**config.mk**
```make
export PLATFORM = sky130hd
export DESIGN_NAME = tagged_alaw_sample_packer
export DESIGN_NICKNAME = d
export VERILOG_FILES = /design/src/rtl/tasp_pkg.sv /design/src/rtl/tasp_datapath.sv /design/src/rtl/tasp_ctrl.sv /design/src/rtl/tagged_alaw_sample_packer.sv
export SDC_FILE = /design/constraint.sdc
export NUM_CORES = 1
export LEC_CHECK = 0
export ABC_AREA = 0
export BUFFER_PORTS_ARGS = -buffer_cell sky130_fd_sc_hd__buf_2
export CAP_MARGIN = 20
export CORE_UTILIZATION = 45
export CTS_CLUSTER_DIAMETER = 150
export DETAILED_ROUTE_END_ITERATION = 16
export PLACE_DENSITY_LB_ADDON = 0.12
export SLEW_MARGIN = 20
export SYNTH_ARGS = -nofsm -noshare
export SYNTH_HDL_FRONTEND = slang
export SYNTH_SLANG_ARGS = --single-unit
```
**constraint.sdc**
```tcl
create_clock -name i_clk -period 6.4 [get_ports i_clk]
set_clock_uncertainty 0.15 [all_clocks]
set_input_delay 1.28 -clock i_clk [delete_from_list [all_inputs] [get_ports i_clk]]
set_output_delay 1.28 -clock i_clk [all_outputs]
set_load 0.1 [all_outputs]
```
**src/rtl/tasp_pkg.sv**
```systemverilog
// package for the tagged a-law sample packer
// types, register indexes, formats and encoder functions; no dependencies
`default_nettype none
package tasp_pkg;

    localparam int MaxChannelsDefault = 32;
    localparam int CodeDepth          = 32;

    // register indexes
    localparam logic [2:0] RegFormat    = 3'd0;
    localparam logic [2:0] RegChanEn    = 3'd1;
    localparam logic [2:0] RegQuietLvl  = 3'd2;
    localparam logic [2:0] RegQuietFrm  = 3'd3;
    localparam logic [2:0] RegStampIntv = 3'd4;

    // formats
    localparam logic [2:0] FmtRaw    = 3'd0;
    localparam logic [2:0] FmtSigned = 3'd1;
    localparam logic [2:0] FmtAlaw   = 3'd2;
    localparam logic [2:0] FmtXlaw   = 3'd3;
    localparam logic [2:0] FmtBits   = 3'd4;
    localparam logic [2:0] FmtTagged = 3'd5;

    localparam logic [7:0] EscByte = 8'h55;

    typedef struct packed {
        logic [11:0] sample;
        logic [4:0]  channel;
        logic        frame_end;
        logic [63:0] now_usec;
    } t_in_word;

    typedef struct packed {
        logic [7:0] out_byte;
        logic       run_last;
    } t_out_word;

    // byte source selected by the controller
    typedef enum logic [2:0] {
        SRC_LO    = 3'd0,
        SRC_HI    = 3'd1,
        SRC_CODE  = 3'd2,
        SRC_ESC   = 3'd3,
        SRC_ZERO  = 3'd4,
        SRC_STAMP = 3'd5,
        SRC_MEM   = 3'd6
    } t_src;

    // commands from controller to datapath
    typedef struct packed {
        logic       load;      // capture accepted word
        logic       emit;      // present a byte
        t_src       src;
        logic       last;
        logic       stamp_nxt; // next stamp byte
        logic       mem_nxt;   // next buffered code
        logic       frame_upd; // apply frame end to state
        logic       tag_stamp; // update next_stamp from now
        logic       drop;      // dropped frame, clear next_stamp
    } t_cmd;

    // status from datapath to controller
    typedef struct packed {
        logic       en;
        logic [2:0] fmt;
        logic       fend;
        logic       full;
        logic       drop;       // computed quiet decision
        logic       stamp_due;
        logic [5:0] fill;
        logic [2:0] stamp_idx;
        logic [5:0] mem_idx;
        logic       out_busy;
    } t_sts;

    // a-law code of a centred value
    function automatic logic [7:0] enc_alaw(input logic signed [12:0] v);
        logic [7:0]  sign;
        logic [11:0] m;
        logic [3:0]  e;
        logic [7:0]  c;
        sign = (v < 0) ? 8'h00 : 8'h80;
        m    = (v < 0) ? 12'(-v) : 12'(v);
        if (m <= 12'h00F) begin
            c = 8'(m) | sign;
        end else begin
            if (m > 12'h7FF) m = 12'h7FF;
            // leading-one position gives the exponent
            if (m[10])      begin e = 4'd7; m = m >> 6; end
            else if (m[9])  begin e = 4'd6; m = m >> 5; end
            else if (m[8])  begin e = 4'd5; m = m >> 4; end
            else if (m[7])  begin e = 4'd4; m = m >> 3; end
            else if (m[6])  begin e = 4'd3; m = m >> 2; end
            else if (m[5])  begin e = 4'd2; m = m >> 1; end
            else            begin e = 4'd1; end
            c = {1'b0, e[2:0], m[3:0]} | sign;
        end
        return c ^ EscByte;
    endfunction

    // unsigned x-law code of a raw sample
    function automatic logic [7:0] enc_xlaw(input logic [11:0] v);
        logic [11:0] m;
        logic [2:0]  e;
        logic [7:0]  c;
        m = v;
        if (v <= 12'h01F) begin
            c = 8'(v);
        end else begin
            if (m[11])      begin e = 3'd7; m = m >> 6; end
            else if (m[10]) begin e = 3'd6; m = m >> 5; end
            else if (m[9])  begin e = 3'd5; m = m >> 4; end
            else if (m[8])  begin e = 3'd4; m = m >> 3; end
            else if (m[7])  begin e = 3'd3; m = m >> 2; end
            else if (m[6])  begin e = 3'd2; m = m >> 1; end
            else            begin e = 3'd1; end
            c = {e, m[4:0]};
        end
        return c;
    endfunction

endpackage
`default_nettype wire

```
**src/rtl/tasp_datapath.sv**
```systemverilog
// datapath of the tagged a-law sample packer: registers, code buffer,
// encoders and output register; depends on tasp_pkg
`default_nettype none
module tasp_datapath #(
    parameter int MAX_CHANNELS = tasp_pkg::MaxChannelsDefault
) (
    input  wire                 i_clk,
    input  wire                 i_rst_n,
    input  wire                 i_cfg_valid,
    input  wire [2:0]           i_cfg_index,
    input  wire [31:0]          i_cfg_data,
    input  tasp_pkg::t_in_word  i_in,
    input  tasp_pkg::t_cmd      i_cmd,
    output tasp_pkg::t_sts      o_sts,
    output logic                o_out_valid,
    input  wire                 i_out_ready,
    output tasp_pkg::t_out_word o_out
);
    import tasp_pkg::*;

    // configuration
    logic [2:0]  r_fmt;
    logic [31:0] r_chan_en;
    logic [11:0] r_qlvl;
    logic [7:0]  r_qfrm;
    logic [31:0] r_intv;

    always_ff @(posedge i_clk) begin
        if (!i_rst_n) begin
            r_fmt     <= FmtRaw;
            r_chan_en <= '0;
            r_qlvl    <= 12'd410;
            r_qfrm    <= 8'd20;
            r_intv    <= 32'd1000000;
        end else if (i_cfg_valid) begin
            unique case (i_cfg_index)
                RegFormat:    r_fmt     <= i_cfg_data[2:0];
                RegChanEn:    r_chan_en <= i_cfg_data;
                RegQuietLvl:  r_qlvl    <= i_cfg_data[11:0];
                RegQuietFrm:  r_qfrm    <= i_cfg_data[7:0];
                RegStampIntv: r_intv    <= i_cfg_data;
                default: ;
            endcase
        end
    end

    // captured word
    t_in_word r_in;
    always_ff @(posedge i_clk) begin
        if (i_cmd.load) r_in <= i_in;
    end

    logic signed [12:0] w_v;
    logic               w_en;
    assign w_v  = $signed({1'b0, r_in.sample}) - 13'sd2048;
    assign w_en = (32'(r_in.channel) < 32'(MAX_CHANNELS)) && r_chan_en[r_in.channel];

    // frame state
    logic [5:0]  r_fill;
    logic        r_loud;
    logic [7:0]  r_qrun;
    logic [63:0] r_next;
    logic [15:0] r_bits;
    logic [7:0]  r_codes [CodeDepth];
    logic [2:0]  r_sidx;
    logic [5:0]  r_midx;
    logic [7:0]  r_mem_q;

    logic w_full, w_loud_s, w_frame_loud;
    logic [7:0] w_qrun_nx;
    assign w_full   = (32'(r_fill) >= 32'(MAX_CHANNELS));
    assign w_loud_s = (w_v > $signed({1'b0, r_qlvl})) || (w_v < -$signed({1'b0, r_qlvl}));
    // loudness including the sample of this word when it is buffered
    logic w_store;
    assign w_store      = w_en && r_fmt == FmtTagged && !w_full;
    assign w_frame_loud = r_loud || (w_store && w_loud_s);
    assign w_qrun_nx    = w_frame_loud ? 8'd0 : (r_qrun == 8'hFF ? r_qrun : r_qrun + 8'd1);

    // buffered code write happens on the frame state update step;
    // read data is taken when the controller steps to the next code
    always_ff @(posedge i_clk) begin
        if (i_cmd.frame_upd && w_store) r_codes[r_fill[4:0]] <= enc_alaw(w_v);
        if (i_cmd.mem_nxt) r_mem_q <= r_codes[r_midx[4:0]];
    end

    always_ff @(posedge i_clk) begin
        if (!i_rst_n) begin
            r_fill <= '0;
            r_loud <= 1'b0;
            r_qrun <= '0;
            r_next <= '0;
            r_bits <= '0;
            r_sidx <= '0;
            r_midx <= '0;
        end else begin
            if (i_cmd.load) begin
                r_sidx <= '0;
                r_midx <= '0;
            end
            if (i_cmd.stamp_nxt) r_sidx <= r_sidx + 3'd1;
            if (i_cmd.mem_nxt)   r_midx <= r_midx + 6'd1;
            if (i_cmd.tag_stamp) r_next <= r_in.now_usec + 64'(r_intv);
            if (i_cmd.drop)      r_next <= '0;
            if (i_cmd.frame_upd) begin
                if (r_in.frame_end) begin
                    if (r_fmt == FmtTagged) r_qrun <= w_qrun_nx;
                    r_fill <= '0;
                    r_loud <= 1'b0;
                    r_bits <= '0;
                end else begin
                    if (w_store) begin
                        r_fill <= r_fill + 6'd1;
                        r_loud <= w_frame_loud;
                    end
                    if (w_en && r_fmt == FmtBits && !r_in.channel[4] && r_in.sample != '0)
                        r_bits[r_in.channel[3:0]] <= 1'b1;
                end
            end
        end
    end

    // bit word including this word's bit
    logic [15:0] w_bits;
    always_comb begin
        w_bits = r_bits;
        if (w_en && r_fmt == FmtBits && !r_in.channel[4] && r_in.sample != '0)
            w_bits[r_in.channel[3:0]] = 1'b1;
    end

    // bit word held for the frame end bytes
    logic [15:0] r_bword;
    always_ff @(posedge i_clk) begin
        if (i_cmd.frame_upd) r_bword <= w_bits;
    end

    // fill after this word's code (frame end path)
    logic [5:0] w_fill_eff;
    assign w_fill_eff = r_fill + 6'(w_store);

    // status
    always_comb begin
        o_sts.en        = w_en;
        o_sts.fmt       = r_fmt;
        o_sts.fend      = r_in.frame_end;
        o_sts.full      = w_full;
        o_sts.drop      = (w_qrun_nx >= r_qfrm);
        o_sts.stamp_due = (r_in.now_usec >= r_next);
        o_sts.fill      = w_fill_eff;
        o_sts.stamp_idx = r_sidx;
        o_sts.mem_idx   = r_midx;
        o_sts.out_busy  = o_out_valid && !i_out_ready;
    end

    // byte selection
    logic [7:0] w_byte;
    logic [15:0] w_word;
    always_comb begin
        w_word = 16'(r_in.sample);
        if (r_fmt == FmtSigned) w_word = 16'($signed(w_v));
        if (r_fmt == FmtBits)   w_word = r_bword;
        case (i_cmd.src)
            SRC_LO:    w_byte = w_word[7:0];
            SRC_HI:    w_byte = w_word[15:8];
            SRC_CODE:  w_byte = (r_fmt == FmtXlaw) ? enc_xlaw(r_in.sample) : enc_alaw(w_v);
            SRC_ESC:   w_byte = EscByte;
            SRC_ZERO:  w_byte = 8'h00;
            SRC_STAMP: w_byte = r_in.now_usec[{r_sidx, 3'b000} +: 8];
            SRC_MEM:   w_byte = r_mem_q;
            default:   w_byte = 8'h00;
        endcase
    end

    // output register
    always_ff @(posedge i_clk) begin
        if (!i_rst_n) begin
            o_out_valid <= 1'b0;
        end else if (i_cmd.emit) begin
            o_out_valid <= 1'b1;
        end else if (i_out_ready) begin
            o_out_valid <= 1'b0;
        end
    end
    always_ff @(posedge i_clk) begin
        if (i_cmd.emit) begin
            o_out.out_byte <= w_byte;
            o_out.run_last <= i_cmd.last;
        end
    end

endmodule
`default_nettype wire

```
**src/rtl/tasp_ctrl.sv**
```systemverilog
// controller of the tagged a-law sample packer: sequences the bytes of
// each word; depends on tasp_pkg
`default_nettype none
module tasp_ctrl (
    input  wire            i_clk,
    input  wire            i_rst_n,
    input  wire            i_in_valid,
    output logic           o_in_ready,
    output tasp_pkg::t_cmd o_cmd,
    input  tasp_pkg::t_sts i_sts
);
    import tasp_pkg::*;

    typedef enum logic [6:0] {
        S_IDLE  = 7'b0000001,
        S_DEC   = 7'b0000010,
        S_HI    = 7'b0000100,
        S_FEND  = 7'b0001000,
        S_ZERO  = 7'b0010000,
        S_STAMP = 7'b0100000,
        S_MEM   = 7'b1000000
    } t_state;

    t_state r_state, n_state;
    logic   r_tail, n_tail;   // a frame end follows the sample bytes
    logic   r_memrd, n_memrd; // buffer read data is valid
    logic   r_drop, n_drop;
    logic   r_stamp, n_stamp;
    logic   r_fill_z, n_fill_z;
    logic [5:0] r_fill, n_fill;

    always_ff @(posedge i_clk) begin
        if (!i_rst_n) begin
            r_state <= S_IDLE;
            r_tail  <= 1'b0;
            r_memrd <= 1'b0;
            r_drop  <= 1'b0;
            r_stamp <= 1'b0;
            r_fill_z <= 1'b0;
            r_fill  <= '0;
        end else begin
            r_state <= n_state;
            r_tail  <= n_tail;
            r_memrd <= n_memrd;
            r_drop  <= n_drop;
            r_stamp <= n_stamp;
            r_fill_z <= n_fill_z;
            r_fill  <= n_fill;
        end
    end

    // frame end in a format that may send frame bytes
    logic w_fend_bytes;
    assign w_fend_bytes = i_sts.fend && (i_sts.fmt == FmtBits || i_sts.fmt == FmtTagged);

    logic w_tagged_out;
    always_comb begin
        n_state  = r_state;
        n_tail   = r_tail;
        n_memrd  = 1'b0;
        n_drop   = r_drop;
        n_stamp  = r_stamp;
        n_fill_z = r_fill_z;
        n_fill   = r_fill;
        o_in_ready = 1'b0;
        o_cmd    = '0;
        o_cmd.src = SRC_LO;
        w_tagged_out = 1'b0;
        unique case (r_state)
            S_IDLE: begin
                o_in_ready = 1'b1;
                if (i_in_valid) begin
                    o_cmd.load = 1'b1;
                    n_state    = S_DEC;
                end
            end
            S_DEC: begin
                // decide the sample bytes and frame action; state update once
                if (!i_sts.out_busy) begin
                    o_cmd.frame_upd = 1'b1;
                    n_tail  = w_fend_bytes;
                    n_drop  = i_sts.drop;
                    n_stamp = i_sts.stamp_due;
                    n_fill  = i_sts.fill;
                    n_fill_z = (i_sts.fill == '0);
                    n_state = S_FEND;
                    if (i_sts.en && (i_sts.fmt == FmtRaw || i_sts.fmt == FmtSigned)) begin
                        o_cmd.emit = 1'b1;
                        o_cmd.src  = SRC_LO;
                        n_state    = S_HI;
                    end else if (i_sts.en && (i_sts.fmt == FmtAlaw || i_sts.fmt == FmtXlaw)) begin
                        o_cmd.emit = 1'b1;
                        o_cmd.src  = SRC_CODE;
                        o_cmd.last = 1'b1;
                        n_state    = S_IDLE;
                    end else if (!w_fend_bytes) begin
                        n_state = S_IDLE;
                    end
                end
            end
            S_HI: begin
                if (!i_sts.out_busy) begin
                    o_cmd.emit = 1'b1;
                    o_cmd.src  = SRC_HI;
                    o_cmd.last = !r_tail;
                    n_state    = r_tail ? S_FEND : S_IDLE;
                end
            end
            S_FEND: begin
                // frame end bytes; bit word bytes come from the word held at frame end
                if (!i_sts.out_busy) begin
                    if (i_sts.fmt == FmtBits) begin
                        o_cmd.emit = 1'b1;
                        o_cmd.src  = SRC_LO;
                        n_state    = S_HI;
                        n_tail     = 1'b0;
                    end else if (i_sts.fmt == FmtTagged) begin
                        if (r_drop) begin
                            o_cmd.drop = 1'b1;
                            w_tagged_out = 1'b1;
                        end else if (r_stamp) begin
                            o_cmd.emit      = 1'b1;
                            o_cmd.src       = SRC_ESC;
                            o_cmd.tag_stamp = 1'b1;
                            n_state         = S_ZERO;
                        end else if (r_fill_z) begin
                            w_tagged_out = 1'b1;
                        end else begin
                            o_cmd.mem_nxt = 1'b1;
                            n_memrd       = 1'b1;
                            n_state       = S_MEM;
                        end
                    end else begin
                        w_tagged_out = 1'b1;
                    end
                    if (w_tagged_out) begin
                        // no bytes at frame end
                        n_state = S_IDLE;
                    end
                end
            end
            S_ZERO: begin
                if (!i_sts.out_busy) begin
                    o_cmd.emit = 1'b1;
                    o_cmd.src  = SRC_ZERO;
                    n_state    = S_STAMP;
                end
            end
            S_STAMP: begin
                if (!i_sts.out_busy) begin
                    o_cmd.emit      = 1'b1;
                    o_cmd.src       = SRC_STAMP;
                    o_cmd.stamp_nxt = 1'b1;
                    if (i_sts.stamp_idx == 3'd7) begin
                        if (r_fill_z) begin
                            o_cmd.last = 1'b1;
                            n_state    = S_IDLE;
                        end else begin
                            o_cmd.mem_nxt = 1'b1;
                            n_memrd       = 1'b1;
                            n_state       = S_MEM;
                        end
                    end
                end
            end
            S_MEM: begin
                // read data is taken with each step of the index
                n_memrd = r_memrd;
                if (r_memrd && !i_sts.out_busy) begin
                    o_cmd.emit = 1'b1;
                    o_cmd.src  = SRC_MEM;
                    if (i_sts.mem_idx == r_fill) begin
                        o_cmd.last = 1'b1;
                        n_state    = S_IDLE;
                    end else begin
                        o_cmd.mem_nxt = 1'b1;
                        n_memrd       = 1'b1;
                    end
                end else if (!r_memrd) begin
                    n_memrd = 1'b1;
                end
            end
            default: n_state = S_IDLE;
        endcase
    end

endmodule
`default_nettype wire

```
**src/rtl/tagged_alaw_sample_packer.sv**
```systemverilog
// Tagged a-law sample packer, top level. Depends on tasp_pkg, tasp_ctrl
// and tasp_datapath.
//
// One input word is taken at a time. A raw or signed sample gives two bytes,
// an a-law or x-law sample one byte, and a word that gives nothing none. A
// frame end in the bit word format gives two bytes. A tagged a-law frame end
// gives no bytes when the frame is dropped or has no codes and no tag, one
// byte per code without a tag, and with a tag an escape byte, a zero byte
// and eight stamp bytes ahead of the codes. The output register holds each
// byte until taken; a stalled output pauses the sequencer. The last byte a
// word causes carries run_last.
`default_nettype none
module tagged_alaw_sample_packer #(
    parameter int MAX_CHANNELS = tasp_pkg::MaxChannelsDefault
) (
    input  wire                 i_clk,
    input  wire                 i_rst_n,
    input  wire                 i_cfg_valid,
    output logic                o_cfg_ready,
    input  wire [2:0]           i_cfg_index,
    input  wire [31:0]          i_cfg_data,
    input  wire                 i_in_valid,
    output logic                o_in_ready,
    input  tasp_pkg::t_in_word  i_in_data,
    output logic                o_out_valid,
    input  wire                 i_out_ready,
    output tasp_pkg::t_out_word o_out_data
);
    import tasp_pkg::*;

    t_cmd w_cmd;
    t_sts w_sts;

    assign o_cfg_ready = 1'b1;

    tasp_ctrl u_ctrl (
        .i_clk      (i_clk),
        .i_rst_n    (i_rst_n),
        .i_in_valid (i_in_valid),
        .o_in_ready (o_in_ready),
        .o_cmd      (w_cmd),
        .i_sts      (w_sts)
    );

    tasp_datapath #(.MAX_CHANNELS(MAX_CHANNELS)) u_dp (
        .i_clk       (i_clk),
        .i_rst_n     (i_rst_n),
        .i_cfg_valid (i_cfg_valid),
        .i_cfg_index (i_cfg_index),
        .i_cfg_data  (i_cfg_data),
        .i_in        (i_in_data),
        .i_cmd       (w_cmd),
        .o_sts       (w_sts),
        .o_out_valid (o_out_valid),
        .i_out_ready (i_out_ready),
        .o_out       (o_out_data)
    );

endmodule
`default_nettype wire

```
==> results of run 1 <==
==> area by class of cell <==
cell class                      count  share of cell area
Clock inverter                     36              0.0104
Multi-Input combinational cell   1754               0.389
Inverter                          121              0.0141
Tap cell                          846              0.0325
Timing Repair Buffer              156              0.0260
Sequential cell                   581               0.472
Clock buffer                       86              0.0560
==> sequential cells by signal (all words and copies together), names as in the netlist, 12 cells and up <==
| name | count |
|---|---|
| u_dp.r_next | 64 |
| u_dp.r_chan_en | 32 |
| u_dp.r_codes | 256 |
| u_dp.r_bword | 16 |
| u_dp.r_in | 81 |
| u_dp.r_qlvl | 12 |
| u_dp.r_bits | 16 |
| u_dp.r_intv | 32 |
==> power breakdown <==
group / internal [mW] / switching [mW] / total [mW]
clock network: 2.19 / 1.59 / 3.78
registers: 4.18 / 0.169 / 4.34
logic: 0.325 / 0.632 / 0.957
==> critical path: stages (launching register included) <==
cell	delay (ns)
edfxtp_1	0.32
buf_4	0.52
inv_1	0.46
ha_1	0.35
a2111oi_0	0.30
nand2_1	0.10
o21ai_0	0.20
o221ai_1	0.27
a21oi_2	0.38
nand2_1	0.11
ha_1	0.30
nand2b_1	0.14
a21o_1	0.17
a21o_1	0.16
a21oi_1	0.17
nor2b_1	0.06
o21ai_0	0.15
a21oi_1	0.08
nor3_1	0.14
nor3_1	0.06
==> Yosys cell counts, drive strengths merged (7+ instances only) <==
| master | number |
|---|---|
| nand3 | 69 |
| o21ai | 112 |
| o21a | 15 |
| xnor2 | 60 |
| nor2b | 23 |
| nor3b | 9 |
| a21o | 54 |
| clkbuf | 100 |
| dfxtp | 210 |
| ha | 142 |
| nand2 | 338 |
| nor2 | 204 |
| mux2i | 21 |
| and3 | 23 |
| mux2 | 19 |
| nor4 | 13 |
| xor2 | 26 |
| and2 | 12 |
| or2 | 7 |
| a211oi | 25 |
| mux4 | 104 |
| o22ai | 7 |
| o21bai | 8 |
| a31oi | 9 |
| a221oi | 9 |
| nor3 | 45 |
| o31ai | 7 |
| nand2b | 12 |
| inv | 120 |
| a21oi | 243 |
| or3 | 12 |
| o211ai | 21 |
| buf | 27 |
| nand4 | 25 |
| edfxtp | 371 |
==> metrics by stage <==
stage / cells / hold slack, ns / setup slack (ns)
5_1_grt: 3580 / 0.317 / 1.16
6_report: 3580 / 0.303 / 1.62
3_5_place_dp: 3458 / 0.295 / 1.59
2_1_floorplan: 2583 / 0.275 / 1.46
3_3_place_gp: 3458 / 0.288 / 1.71
4_1_cts: 3580 / 0.303 / 1.57
==> routing by layer <==
layer | part of all wire | up-vias
met4 | 0.032 | 2
li1 | - | 9722
met1 | 0.43 | 10200
met5 | 0.00015 | -
met3 | 0.057 | 145
met2 | 0.48 | 674
==> worst paths after layout <==
check / startpoint / end / depth (start not counted)
max: u_dp.r_in[81] / u_ctrl.r_drop / 19
max reg2reg: u_dp.r_in[81] / u_ctrl.r_drop / 19
min reg2reg: u_dp.r_next[22] / u_dp.r_next[22] / 2
min: u_dp.r_next[22] / u_dp.r_next[22] / 2
==> cells by family (layout without fill, tap and decap cells) <==
group | count (synthesis) | count (layout) | share of synthesized area
AO/OA/AOI/OAI | 567 | 567 | 0.122
XOR/XNOR | 86 | 86 | 0.0261
adder cells (fa/ha/maj) | 143 | 143 | 0.0622
buffers and inverters | 248 | 399 | 0.0333
flip-flops | 581 | 581 | 0.531
multiplexers | 144 | 144 | 0.0958
other | 1 | 1 | 0.000130
AND/OR/NAND/NOR | 813 | 813 | 0.129
==> flow_metrics.tcl, run 1 <==
set metrics [dict create \
    outcome "finished clean" \
    post-cts-setup-buffers 0 \
    required_ns 6.70 \
    clock_path_buffers 3 \
    fmax_ghz 0.209 \
    grt_use_total 0.246 \
    grt_use_met3 0.0357 \
    syn_area_per_cell_sq_um 11.2 \
    yosysUniqueCellTypes 90 \
    htree_levels 3 \
    cts_made_buffers 67 \
    grt_max_degree 105 \
    dr.pass1.iters 6 \
    ys_ff_latch 581 \
    r2r_setup_slack_ns 1.62 \
    holdBufCountCts 0 \
    ant_nets 0 \
    grtUsageMet1 0.333 \
    synth_edf_count 371 \
    synthCells 2583 \
    first_iter_violations 1961 \
    crit_arrival_ns 5.08 \
    rows 92 \
    initial_core_util 0.457 \
    post-route-util 0.515 \
    vias 20700 \
    layout.nets 2946 \
    finalInstanceArea_sq_um 32500 \
    power_mw 9.08 \
    drc 0 \
    final.period_utilization 0.747 \
    cp-start-kind "register" \
    hold_class "reg -> reg" \
    worst-slew-pin-transition_ns 1.08 \
    multi_input_area_sq_um 12700 \
    die_w_microns 255 \
    wl_microns 80100 \
    cp_max_fo 58 \
    hold_viol_final 0 \
    met2_usage 0.403 \
    yosys.area.top_type "edfxtp_1" \
    ys.flop_type "edfxtp_1" \
    ff_latch_area_sq_um 15300 \
    syn_nets 2848 \
    netlist.area_leader.share 0.386 \
    antenna_found_initial 1 \
    coreArea_sq_um 63200 \
    rsz0062_at_grt "false" \
    worstSetupPathType "reg -> reg" \
    grt-ovfl-total 0 \
    dieArea_sq_um 65200 \
    viasPerCell 5.79 \
    die_h_microns 255 \
    setup_viol 0 \
    diodes 0 \
    powerDensity_nw_per_um2 279 \
    num-fill-cells 5557 \
    post-route-min-period_ns 4.78 \
    drv_slew 0 \
    synth_area_sq_um 28900 \
    finalSetupTns_ns 0 \
    dp_hpwl_microns 56000 \
    grt_pass1_vias 20500 \
    io_buffers 132 \
    ys_top_cells_by_area "edfxtp_1, dfxtp_1, mux4_2, ha_1, nand2_1" \
    grt-busiest-layer "met2" \
    yosysSeqAreaShare 0.531 \
    place_area_sq_um 30300 \
    path_clk_slew_ns 0.06 \
    post_cts_resized 0 \
    wire_per_inst_microns 22.4 \
    cts_tree "yes" \
    vdd_ir_drop_max_mv 0.219 \
    drv_cap 0 \
    final_cell_mix "edfxtp_1, nand2_1, a21oi_1" \
    synthArstFlopShare 0 \
    relSlewSlack 0.277 \
    p_leak_nw 11.4 \
    cts_sinks 581 \
    end_kind "register" \
    clock-root-buffer "clkbuf_16" \
    clock_latency_ns 0.62 \
    gp_congestion 0.931 \
    layout-drive-gt1-share 0.159 \
    grt_first_pass_wirelength_microns 124000 \
    synthToLayoutAreaGrowth_pct 12.6 \
    final_common_cell "edfxtp_1" \
    ios 134 \
    yosysWarningCount 0 \
]
(Power assumes the default switching activity.)
==> inputs of run 2 (changes only) <==
==> constraint.sdc (replaced) <==
create_clock -name i_clk -period 4.5 [get_ports i_clk]
set_clock_uncertainty 0.15 [all_clocks]
set_input_delay 0.9 -clock i_clk [delete_from_list [all_inputs] [get_ports i_clk]]
set_output_delay 0.9 -clock i_clk [all_outputs]
set_load 0.1 [all_outputs]
==> run 2 against run 1 <==
  * Worst setup slack worse by 1.2 ns
  * Sequential power is 41% higher
  * Sequential share of layout area is 1.1 points lower
  * Maximum frequency is 16% higher
  * First-iteration DRC count is 13% lower
  * Critical path type unchanged
  * Largest cell class unchanged
==> flow_metrics.tcl, run 2 (synthesized netlist as in run 1, its figures left out) <==
set metrics [dict create \
    grt_max_degree 79 \
    grt_first_pass_wirelength_microns 124000 \
    cp_max_fo 4 \
    initial_core_util 0.457 \
    ant_nets 0 \
    pwr-share-comb 0.106 \
    cp-start-kind "register" \
    critPathSlowestCell "dfxtp_1" \
    htree_levels 3 \
    cts_tree "yes" \
    antenna_found_initial 1 \
    fmax_ghz 0.243 \
    ios 134 \
    min_from "u_dp.r_next[17]" \
    grt_use_total 0.247 \
    p_sw_frac 0.257 \
    drv_cap 0 \
    final_common_cell "edfxtp_1" \
    grt_pass1_vias 20500 \
    layout-drive-gt1-share 0.184 \
    rows 92 \
    dp_cells 3528 \
    r2r_start "u_dp.r_qlvl[4]" \
    p_switching_mw 3.45 \
    post-route-min-period_ns 4.11 \
    path_clk_slew_ns 0.06 \
    coreArea_sq_um 63200 \
    fin_cells 3654 \
    hold_class "reg -> reg" \
    die_w_microns 255 \
    finalSetupTns_ns 0 \
    synthToLayoutAreaGrowth_pct 15.3 \
    dieArea_sq_um 65200 \
    powerDensity_nw_per_um2 404 \
    max_stage_delay_ns 0.32 \
    diodes 0 \
    setup_viol 0 \
    gp_congestion 0.930 \
    grt-ovfl-total 0 \
    intPower_mw 10.0 \
    hold_viol_final 0 \
    first_iter_violations 1699 \
    seqPwrFrac 0.456 \
    end_kind "register" \
    final_cell_mix "edfxtp_1, nand2_1, a21oi_1" \
    clkPwrFrac 0.438 \
    viasPerCell 5.71 \
    clock_path_buffers 3 \
    required_ns 4.80 \
    crit_arrival_ns 4.41 \
    place_area_sq_um 30900 \
    clock-root-buffer "clkbuf_16" \
    num-fill-cells 5519 \
    cts_made_buffers 69 \
    drc 0 \
    largest_register_ff_count 256 \
    io_buffers 132 \
    wl_microns 80900 \
    crit_start "u_dp.r_qlvl[4]" \
    vdd_ir_drop_max_mv 0.436 \
    final.period_utilization 0.913 \
    clock_latency_ns 0.62 \
    finalInstanceArea_sq_um 33300 \
    vias 20900 \
    dp_hpwl_microns 57600 \
    layout.nets 3018 \
    crit_chain "inv_1 -> nand4_1 -> nor2_1 -> nand3_1 -> nor2_1 -> xnor2_1 -> ha_1 -> nand4_1 -> nor2_1 -> o31ai_1 -> a21oi_1 -> o221ai_2 -> a21oi_2 -> nand2_1 -> ha_1 -> nand2b_1 -> a21o_1 -> a21o_1 -> a21oi_1 -> nor2b_1 -> o21ai_0 -> a21oi_1 -> nor3_1 -> nor3_1" \
    wire_per_inst_microns 22.1 \
    outcome "finished clean" \
    hold_ws_ns 0.299 \
    worstSetupPathType "reg -> reg" \
    cts_sinks 581 \
    drv_slew 0 \
    worst-slew-pin-transition_ns 1.04 \
    rsz0062_at_grt "false" \
    relSlewSlack 0.301 \
    dr.pass1.iters 5 \
    p_leak_nw 11.9 \
    die_h_microns 255 \
]
[run 2: cell types whose count changed in the layout (fill, tap and decap cells not counted), sizes merged]
cell	before	now
buf	156	226
clkinvlp	5	6
bufinv	4	10
inv	121	123
clkinv	27	22
[run 2: cell type report]
type | instances | area [sq um] | share of cell area
flip-flops and latches | 581 | 15300 | 0.461
multi-input cells | 1754 | 12600 | 0.379
clock buffers | 86 | 1880 | 0.0565
repair buffers | 226 | 1400 | 0.0421
well taps | 846 | 1060 | 0.0318
clock inverters | 40 | 522 | 0.0157
inverters | 121 | 459 | 0.0138
[run 2: metal layers]
layer,vias to the layer above,share of wire,GRT usage
li1,9846,-,-
met1,10200,0.43,0.336
met2,644,0.47,0.397
met3,145,0.061,0.0402
met4,2,0.033,0.0905
met5,-,0.00016,0
[run 2: path summary, 6_finish.rpt]
| check | end | slack (ns) | depth (start not counted) |
|---|---|---|---|
| worst max-delay path | u_ctrl.r_drop | 0.39 | 24 |
| worst min-delay path | u_dp.r_next[17] | 0.30 | 2 |
| worst max register to register | u_ctrl.r_drop | 0.39 | 24 |
| worst min register to register | u_dp.r_next[17] | 0.30 | 2 |
[run 2: what timing repair did]
item,in CTS,in global routing
buffers inserted,0,0
setup endpoints to repair,0,1
gates resized for setup,0,2
hold buffers,0,0
[run 2: per-stage QoR]
step | worst slack, ns | util | power [mW]
2_1_floorplan | 0.321 | - | 7.07
3_3_place_gp | 0.312 | 0.489 | 7.64
6_report | 0.389 | 0.527 | 13.4
5_1_grt | 0.0124 | 0.527 | 13.9
4_1_cts | 0.243 | 0.527 | 13.6
3_5_place_dp | 0.290 | 0.489 | 7.66
[run 2: critical path: cells and delay by family, from the launching register on]
family / cells / cell delay (ns)
AOI/OAI and AO/OA: 9 / 1.38
and+or+nand+nor: 11 / 1.31
adders and majority gates: 2 / 0.58
DFF: 1 / 0.32
buffers and inverters: 1 / 0.11
xor gates and xnor gates: 1 / 0.08
[run 2: power groups by stage]
stage | combinational, mW | clock, mW | sequential [mW]
after floorplan | 0.920 | 0 | 6.15
after global placement | 1.40 | 0 | 6.24
after detailed placement | 1.42 | 0 | 6.24
after CTS | 1.43 | 6.00 | 6.13
after global routing | 1.58 | 6.20 | 6.14
final | 1.43 | 5.89 | 6.13
==> inputs of run 3 (changes only) <==
--- a/config.mk
+++ b/config.mk
@@ -5,14 +5,15 @@
 export SDC_FILE = /design/constraint.sdc
 export NUM_CORES = 1
 export LEC_CHECK = 0
-export ABC_AREA = 0
-export BUFFER_PORTS_ARGS = -buffer_cell sky130_fd_sc_hd__buf_2
+export ABC_AREA = 1
 export CAP_MARGIN = 20
 export CORE_UTILIZATION = 45
 export CTS_CLUSTER_DIAMETER = 150
 export DETAILED_ROUTE_END_ITERATION = 16
+export DONT_BUFFER_PORTS = 1
 export PLACE_DENSITY_LB_ADDON = 0.12
 export SLEW_MARGIN = 20
 export SYNTH_ARGS = -nofsm -noshare
 export SYNTH_HDL_FRONTEND = slang
+export SYNTH_HIERARCHICAL = 1
 export SYNTH_SLANG_ARGS = --single-unit
==> run 3 against run 2 <==
  * Flip-flop and latch count unchanged
  * Clock power fell by 3.9%
  * Total power increased by 20%
  * Maximum frequency down 3.4%
  * Core utilization shrank 1.5 points
  * Combinational power is 140% higher
  * Synthesized area is 5.2% higher
  * Sequential power increased by 14%
  * Via count rose by 23%
  * Critical endpoint is now u_ctrl/r_drop
  * Largest cell class unchanged
==> flow_metrics.tcl, run 3 <==
set metrics [dict create \
    dp_hpwl_microns 71700 \
    vdd_ir_drop_max_mv 0.314 \
    wire_per_inst_microns 21.9 \
    antenna_found_initial 6 \
    post-route-min-period_ns 4.25 \
    grt_use_total 0.282 \
    dr.pass1.iters 7 \
    cp-start-kind "register" \
    die_w_microns 262 \
    grt_max_degree 115 \
    final_cell_mix "nor2_1, nand2_1, inv_1" \
    synthToLayoutAreaGrowth_pct 11.9 \
    ant_nets 0 \
    io_buffers 0 \
    coreArea_sq_um 66300 \
    hold_viol_final 0 \
    viasPerCell 5.72 \
    clock-root-buffer "clkbuf_16" \
    gp_congestion 0.999 \
    cp_max_fo 4 \
    wl_microns 98200 \
    die_h_microns 262 \
    first_iter_violations 2287 \
    synthCells 3544 \
    path_clk_slew_ns 0.06 \
    rows 94 \
    max_stage_delay_ns 0.34 \
    dieArea_sq_um 68600 \
    crit_arrival_ns 4.60 \
    relSlewSlack 0.282 \
    layout.nets 3834 \
    cts_sinks 581 \
    ios 134 \
    worstSetupPathType "reg -> reg" \
    clock_latency_ns 0.62 \
    drc 0 \
    clock_path_buffers 3 \
    holdBufCountCts 0 \
    critPathSlowestCell "dfxtp_2" \
    outcome "finished clean" \
    worst-slew-pin-transition_ns 1.07 \
    final_common_cell "nor2_1" \
    final.period_utilization 0.945 \
    vias 25700 \
    cts_tree "yes" \
    syn_area_per_cell_sq_um 8.57 \
    grt-ovfl-total 0 \
    syn_nets 3808 \
    p_leak_nw 13.3 \
    yosysWarningCount 6 \
    required_ns 4.85 \
    hold_class "in -> reg" \
    cts_made_buffers 66 \
    drv_slew 0 \
    drv_cap 0 \
    post-route-util 0.513 \
    initial_core_util 0.458 \
    grt_pass1_vias 23900 \
    num-fill-cells 6284 \
    grt_first_pass_wirelength_microns 146000 \
    power_mw 16.1 \
    powerDensity_nw_per_um2 474 \
    synth_area_sq_um 30400 \
    cpMostUsedCell "nand2_1" \
    layout-drive-gt1-share 0.0795 \
    htree_levels 3 \
    setup_viol 0 \
    multi_input_area_sq_um 13000 \
    fmax_ghz 0.235 \
    end_kind "register" \
    ff_latch_area_sq_um 15400 \
    largest_register_ff_count 256 \
]
run 3: metal layers:
metal  share of wire  global-route usage
met1            0.44               0.388
met5         0.00048                   0
met3           0.075              0.0476
met4           0.032              0.0925
met2            0.45               0.450
run 3: stage by stage:
| stage | hold WS [ns] | setup TNS, ns | worst slack, ns | std cells | area, sq um |
|---|---|---|---|---|---|
| finish | 0.223 | 0 | 0.247 | 4488 | 34000 |
| global route | 0.202 | -0.0950 | -0.0950 | 4486 | 34000 |
| CTS | 0.195 | 0 | 0.0499 | 4481 | 33900 |
| detailed placement | 0.293 | -0.0575 | -0.0575 | 4362 | 31600 |
| global placement | 0.284 | -0.0104 | -0.0104 | 4362 | 31600 |
| floorplan | 0.275 | 0 | 0.466 | 3544 | 30400 |
run 3: final cells by class:
cell class	instances	share of cell area
Clock buffer	82	0.0509
Tap cell	864	0.0318
Antenna cell	3	0.000221
Multi-Input combinational cell	2402	0.381
Sequential cell	581	0.451
Inverter	428	0.0474
Clock inverter	37	0.0162
Timing Repair Buffer	91	0.0213
run 3: worst max-delay path, delay by kind of cell (launching register included):
kind | cells | cell delay [ns]
AOI/OAI and AO/OA | 12 | 1.41
xor gates and xnor gates | 2 | 0.33
adders and majority gates | 3 | 0.68
buffers and inverters | 3 | 0.25
DFF | 1 | 0.34
and+or+nand+nor | 8 | 0.97
run 3: final timing paths:
kind / from / end / slack (ns) / cells past startpoint
worst min register to register: u_dp/r_bits[4] / u_dp/r_bits[4] / 0.30 / 2
worst max register to register: u_dp/r_qlvl[0] / u_ctrl/r_drop / 0.25 / 28
worst max-delay path: u_dp/r_qlvl[0] / u_ctrl/r_drop / 0.25 / 28
worst min-delay path: i_in_data[36] / u_dp/r_in[36] / 0.22 / 0
run 3: power breakdown:
group	total [mW]	switching, mW	internal (mW)
sequential	6.97	0.509	6.46
clock	5.66	2.29	3.37
combinational	3.50	2.57	0.923
run 3: repair_timing:
action / CTS / global route
setup endpoints to repair: 1 / 1
buffers inserted: 0 / 3
endpoints found under the hold margin: 0 / 0
pin swaps: 0 / 8
resized for setup: 3 / 17
